==> src/rtl/core/bitmap_page_frame_allocator_top_defines.svh <==
// Assertion macros for the bitmap page frame allocator.
// Used by the top level; no other dependencies.
`ifndef BITMAP_PAGE_FRAME_ALLOCATOR_TOP_DEFINES_SVH
`define BITMAP_PAGE_FRAME_ALLOCATOR_TOP_DEFINES_SVH
`ifndef SYNTHESIS
`define BPFA_ASSERT_IMPLY(lbl, ante, cons, msg) \
	lbl: assert property (@(posedge clk) disable iff (!arst_n) (ante) |-> (cons)) \
		else $error(msg);
`define BPFA_ASSERT_NEXT(lbl, ante, cons, msg) \
	lbl: assert property (@(posedge clk) disable iff (!arst_n) (ante) |=> (cons)) \
		else $error(msg);
`else
`define BPFA_ASSERT_IMPLY(lbl, ante, cons, msg)
`define BPFA_ASSERT_NEXT(lbl, ante, cons, msg)
`endif
`endif

==> src/rtl/core/bpfa_pkg.sv <==
// Shared types and constants for the bitmap page frame allocator.
// No dependencies.
package bpfa_pkg;
	localparam int DEF_PAGE_COUNT = 8192;
	localparam int DEF_PAGE_BYTES = 4096;
	// Page count of one request never exceeds 2^32 / 256 pages.
	localparam int NEED_W = 25;

	typedef enum logic [2:0] {
		REQ_ADD_FREE = 3'd0,
		REQ_RESERVE  = 3'd1,
		REQ_ALLOC    = 3'd2,
		REQ_PAGE     = 3'd3,
		REQ_FREE     = 3'd4
	} req_t;

	typedef enum logic [1:0] {
		ST_OK        = 2'd0,
		ST_NOMEM     = 2'd1,
		ST_UNALIGNED = 2'd2
	} status_t;

	typedef struct packed {
		logic              hit;
		logic [2:0]        hit_bit;
		logic [NEED_W-1:0] carry;
	} scan_res_t;
endpackage

==> src/rtl/core/bpfa_run_scan.sv <==
// One bitmap word of the first-fit run search.
// Depends on bpfa_pkg.
module bpfa_run_scan (
	input  logic [7:0]                   word,
	input  logic [bpfa_pkg::NEED_W-1:0]  carry_in,
	input  logic [bpfa_pkg::NEED_W-1:0]  need,
	output bpfa_pkg::scan_res_t          res
);
	localparam int NW = bpfa_pkg::NEED_W;

	always_comb begin
		logic [3:0]  r;
		logic [3:0]  run [8];
		logic [NW:0] tot;
		logic [NW:0] s;
		logic [7:0]  hit_v;
		r = 4'd0;
		for (int b = 0; b < 8; b++) begin
			r = word[b] ? r + 4'd1 : 4'd0;
			run[b] = r;
		end
		// run ending at bit b, continued from earlier words when unbroken
		for (int b = 0; b < 8; b++) begin
			tot = (run[b] == 4'(b + 1)) ? {1'b0, carry_in} + (NW+1)'(run[b])
				: (NW+1)'(run[b]);
			hit_v[b] = word[b] && (tot >= {1'b0, need});
		end
		res.hit = |hit_v;
		res.hit_bit = 3'd0;
		for (int b = 7; b >= 0; b--) begin
			if (hit_v[b]) begin
				res.hit_bit = 3'(b);
			end
		end
		s = {1'b0, carry_in} + (NW+1)'(8);
		if (run[7] == 4'd8) begin
			res.carry = (s >= {1'b0, need}) ? need : s[NW-1:0];
		end else begin
			res.carry = NW'(run[7]);
		end
	end
endmodule

==> config.mk <==
export PLATFORM = sky130hd
export DESIGN_NAME = bpfa_run_scan
export DESIGN_NICKNAME = d
export VERILOG_FILES = /design/src/rtl/core/bitmap_page_frame_allocator_top_defines.svh /design/src/rtl/core/bpfa_pkg.sv /design/src/rtl/core/bpfa_run_scan.sv
export SDC_FILE = /design/constraint.sdc
export NUM_CORES = 1
export LEC_CHECK = 0
export BUFFER_PORTS_ARGS = -buffer_cell sky130_fd_sc_hd__buf_4
export CORE_MARGIN = 3
export CORE_UTILIZATION = 56
export DETAILED_ROUTE_END_ITERATION = 10
export PLACE_DENSITY = 0.83
export SETUP_SLACK_MARGIN = 0.15
export SLEW_MARGIN = 40
export SYNTH_ARGS = -nofsm -noshare
export SYNTH_HDL_FRONTEND = slang
export SYNTH_SLANG_ARGS = --single-unit
==> constraint.sdc <==
create_clock -name vclk -period 5.9
set_clock_uncertainty 0.15 [all_clocks]
set_input_delay 0.295 -clock vclk [all_inputs]
set_output_delay 0.295 -clock vclk [all_outputs]
set_load 0.01 [all_outputs]
==> results.yml <==
run_status:
  outcome: "finished clean"
detailed_routing:
  routed_wl_um: 43100
  drt-pass1-iter-count: 8
  met3_length_um: 5410
  drc: 0
  wl_met2_um: 18100
  drt_iter0_drc: 1709
  antenna_left: 0
  routed.top_layer: "met4"
  vias: 12800
  vias_per_cell: 7.00
  wire_per_inst_um: 23.6
  wl_met1_um: 15800
sta:
  setup_tns_ps: 0
  fmax_mhz: 182
  tightest_slew_ps: 945
  min_period_over_period_pct: 93.3
  rsz0062_at_grt: "true"
  slew_headroom_pct: 36.4
  setup_viol: 0
  whs_ps: 778
  slew_violations: 0
  finalHoldViolCount: 0
  period_minus_slack_ps: 5510
  finalWorstSetupSlack_ps: 393
pwr:
  p_int_mw: 0.229
  pwr-share-clk_pct: 0
  p_leak_nw: 5.31
  swShare_pct: 64.2
  power_frac_comb_pct: 100.0
  seq_power_share_pct: 0
  cellPowerDensity_mw_per_mm2: 55.5
  p_sw_mw: 0.410
  irDropWorstVdd_v: 0.0000399
  power.total_mw: 0.639
logic_synthesis:
  yosysSeqAreaShare_pct: 0
  synth.avg_cell_area_um2: 6.79
  syn_area_mm2: 0.0105
  synth_top_cell_by_area: "ha_1"
  synth_common_cells: "ha_1, nor2_1, a21oi_1"
  yosys-top-cells-area: "ha_1, a21oi_1, nor2_1"
  syn_inst: 1549
  synth_top_area_share_pct: 29.6
  synth.distinct_cells: 71
  ys_warn_count: 0
  yosys.cell_count.top_type: "ha_1"
min_path:
  min_to: "res[17]"
  worstHoldPathCells: 4
  hp-class: "in -> out"
  min-delay-start: "need[17]"
finish:
  ff_latch_area_um2: 0
  drive_above_1_share_pct: 10.0
  n_clock_buffer: 0
  antenna_cells: 0
  stdcell_count: 1826
  syn2layout_area_growth_pct: 9.53
  utilization_pct: 63.3
  fillCellCount: 1721
  final_area_mm2: 0.0115
  multiInputGateArea_mm2: 0.0100
  nets: 1911
  n_sequential_cell: 0
worst_setup_path:
  path_cells: "buf_4 -> and2_2 -> nor2_1 -> or2_2 -> inv_1 -> ha_1 -> a21o_1 -> a21oi_1 -> o21ba_2 -> nor2b_2 -> and3_1 -> a21oi_1 -> a311oi_1 -> ha_1 -> a21oi_1 -> o21ai_0 -> a2111oi_0 -> a311oi_1 -> o21ai_0 -> nand3_1 -> nor3_2 -> nand3b_1 -> buf_4"
  critPathKind: "in -> out"
  cp_slowest_stage_delay_ps: 400
  cp_common_cell: "a21oi_1"
  setup.worst_path.end_class: "output port"
  required_ps: 5450
  slowest_stage: "a2111oi_0"
  critPathLaunchType: "primary input"
  critPathArrivalTime_ps: 5060
  crit_fanout: 10
floorplan:
  die_w_um: 143
  io_pins: 87
  core_mm2: 0.0182
  die_area_mm2: 0.0205
  std_cell_rows: 49
  start_util_pct: 57.7
  die_y_um: 143
placed_design:
  io_buffers: 87
  placed_area_mm2: 0.0115
  place_hpwl_um: 33200
  gp_congestion: 1.09
  dp_slack_ps: -38.1
  dp_cells: 1826
grt:
  grt_pass1_wl_um: 65200
  grt_pass1_vias: 11900
  track_usage_pct: 40.5
  antenna_found_initial: 0
  grt_max_degree: 48
  overflow: 0
clocking:
  postCtsSetupRepairBufs: 0
run:
  maxCapViolations: 0
-- how the worst max path moves through the flow --
stage                     startpoint  endpoint  slack (ps)  depth (start not counted)
after global placement       word[0]   res[28]         210                         25
after detailed placement     word[1]   res[28]         -40                         24
final                        word[1]   res[28]         390                         23
after CTS                    word[1]   res[25]         260                         26
after floorplan              word[1]   res[28]         890                         26
after global routing         word[1]   res[28]         150                         23
-- area by class of cell --
| cell class | instances | share of cell area, % |
|---|---|---|
| well taps | 229 | 2.49 |
| multi-input cells | 1409 | 87.0 |
| repair buffers | 132 | 8.71 |
| inverters | 56 | 1.85 |
-- worst max-delay path: cells and delay by family --
family                   cells  cell delay, ps
buffers and inverters        3             360
adder cells (fa/ha/maj)      2             550
AND/OR/NAND/NOR              8            1840
AO/OA/AOI/OAI               10            1990
-- cell usage in the layout (no fill, tap or decap), types with 4 or more instances in the layout --
cell type  count
ha_1         249
nor2_1       179
a21oi_1      150
buf_4        131
nand2_1      114
o21ai_0      110
or3_1         76
xor2_1        69
xnor2_1       62
nand4_1       54
inv_1         50
nand3_1       50
a21o_1        40
nor3_1        26
nor2b_1       21
o31ai_1       18
a211oi_1      14
and3_1        12
o21a_1        12
nand2b_1      10
nor4_1        10
mux2i_1       10
and4_1         9
a31oi_1        8
o211ai_1       8
o21bai_1       7
and2_1         6
o21ai_1        5
a311oi_1       5
fa_1           5
conb_1         5
nand2_4        4
a221o_1        4
-- power by group through the flow --
stage          clock network (mW)  registers (mW)  logic, mW
4_1_cts                         0               0      0.613
3_5_place_dp                    0               0      0.610
3_3_place_gp                    0               0      0.593
2_1_floorplan                   0               0      0.397
6_report                        0               0      0.639
5_1_grt                         0               0      0.689
-- metal layers --
layer	GRT usage, %	up-vias
met4	27.9	0
met2	62.9	953
met3	6.63	244
met1	51.1	5816
met5	0	-
li1	-	5770
-- kinds of logic (layout without fill, tap and decap cells) --
| family | count (synthesis) | count (layout) | share of synthesized area, % |
|---|---|---|---|
| other cells | 1 | 5 | 0.0357 |
| xor+xnor | 131 | 131 | 10.9 |
| simple gates | 590 | 590 | 27.9 |
| compound gates | 419 | 419 | 24.1 |
| buf+inv | 144 | 188 | 5.52 |
| fa+ha+maj | 254 | 254 | 30.6 |
| mux | 10 | 10 | 0.952 |
-- repair_timing --
| item | in CTS | in global routing |
|---|---|---|
| pin swaps | 0 | 1 |
| hold buffers | 0 | 0 |
| setup endpoints to repair | 4 | 4 |
| resized for setup | 2 | 8 |
No activity file was read; power rests on OpenSTA's default activity.
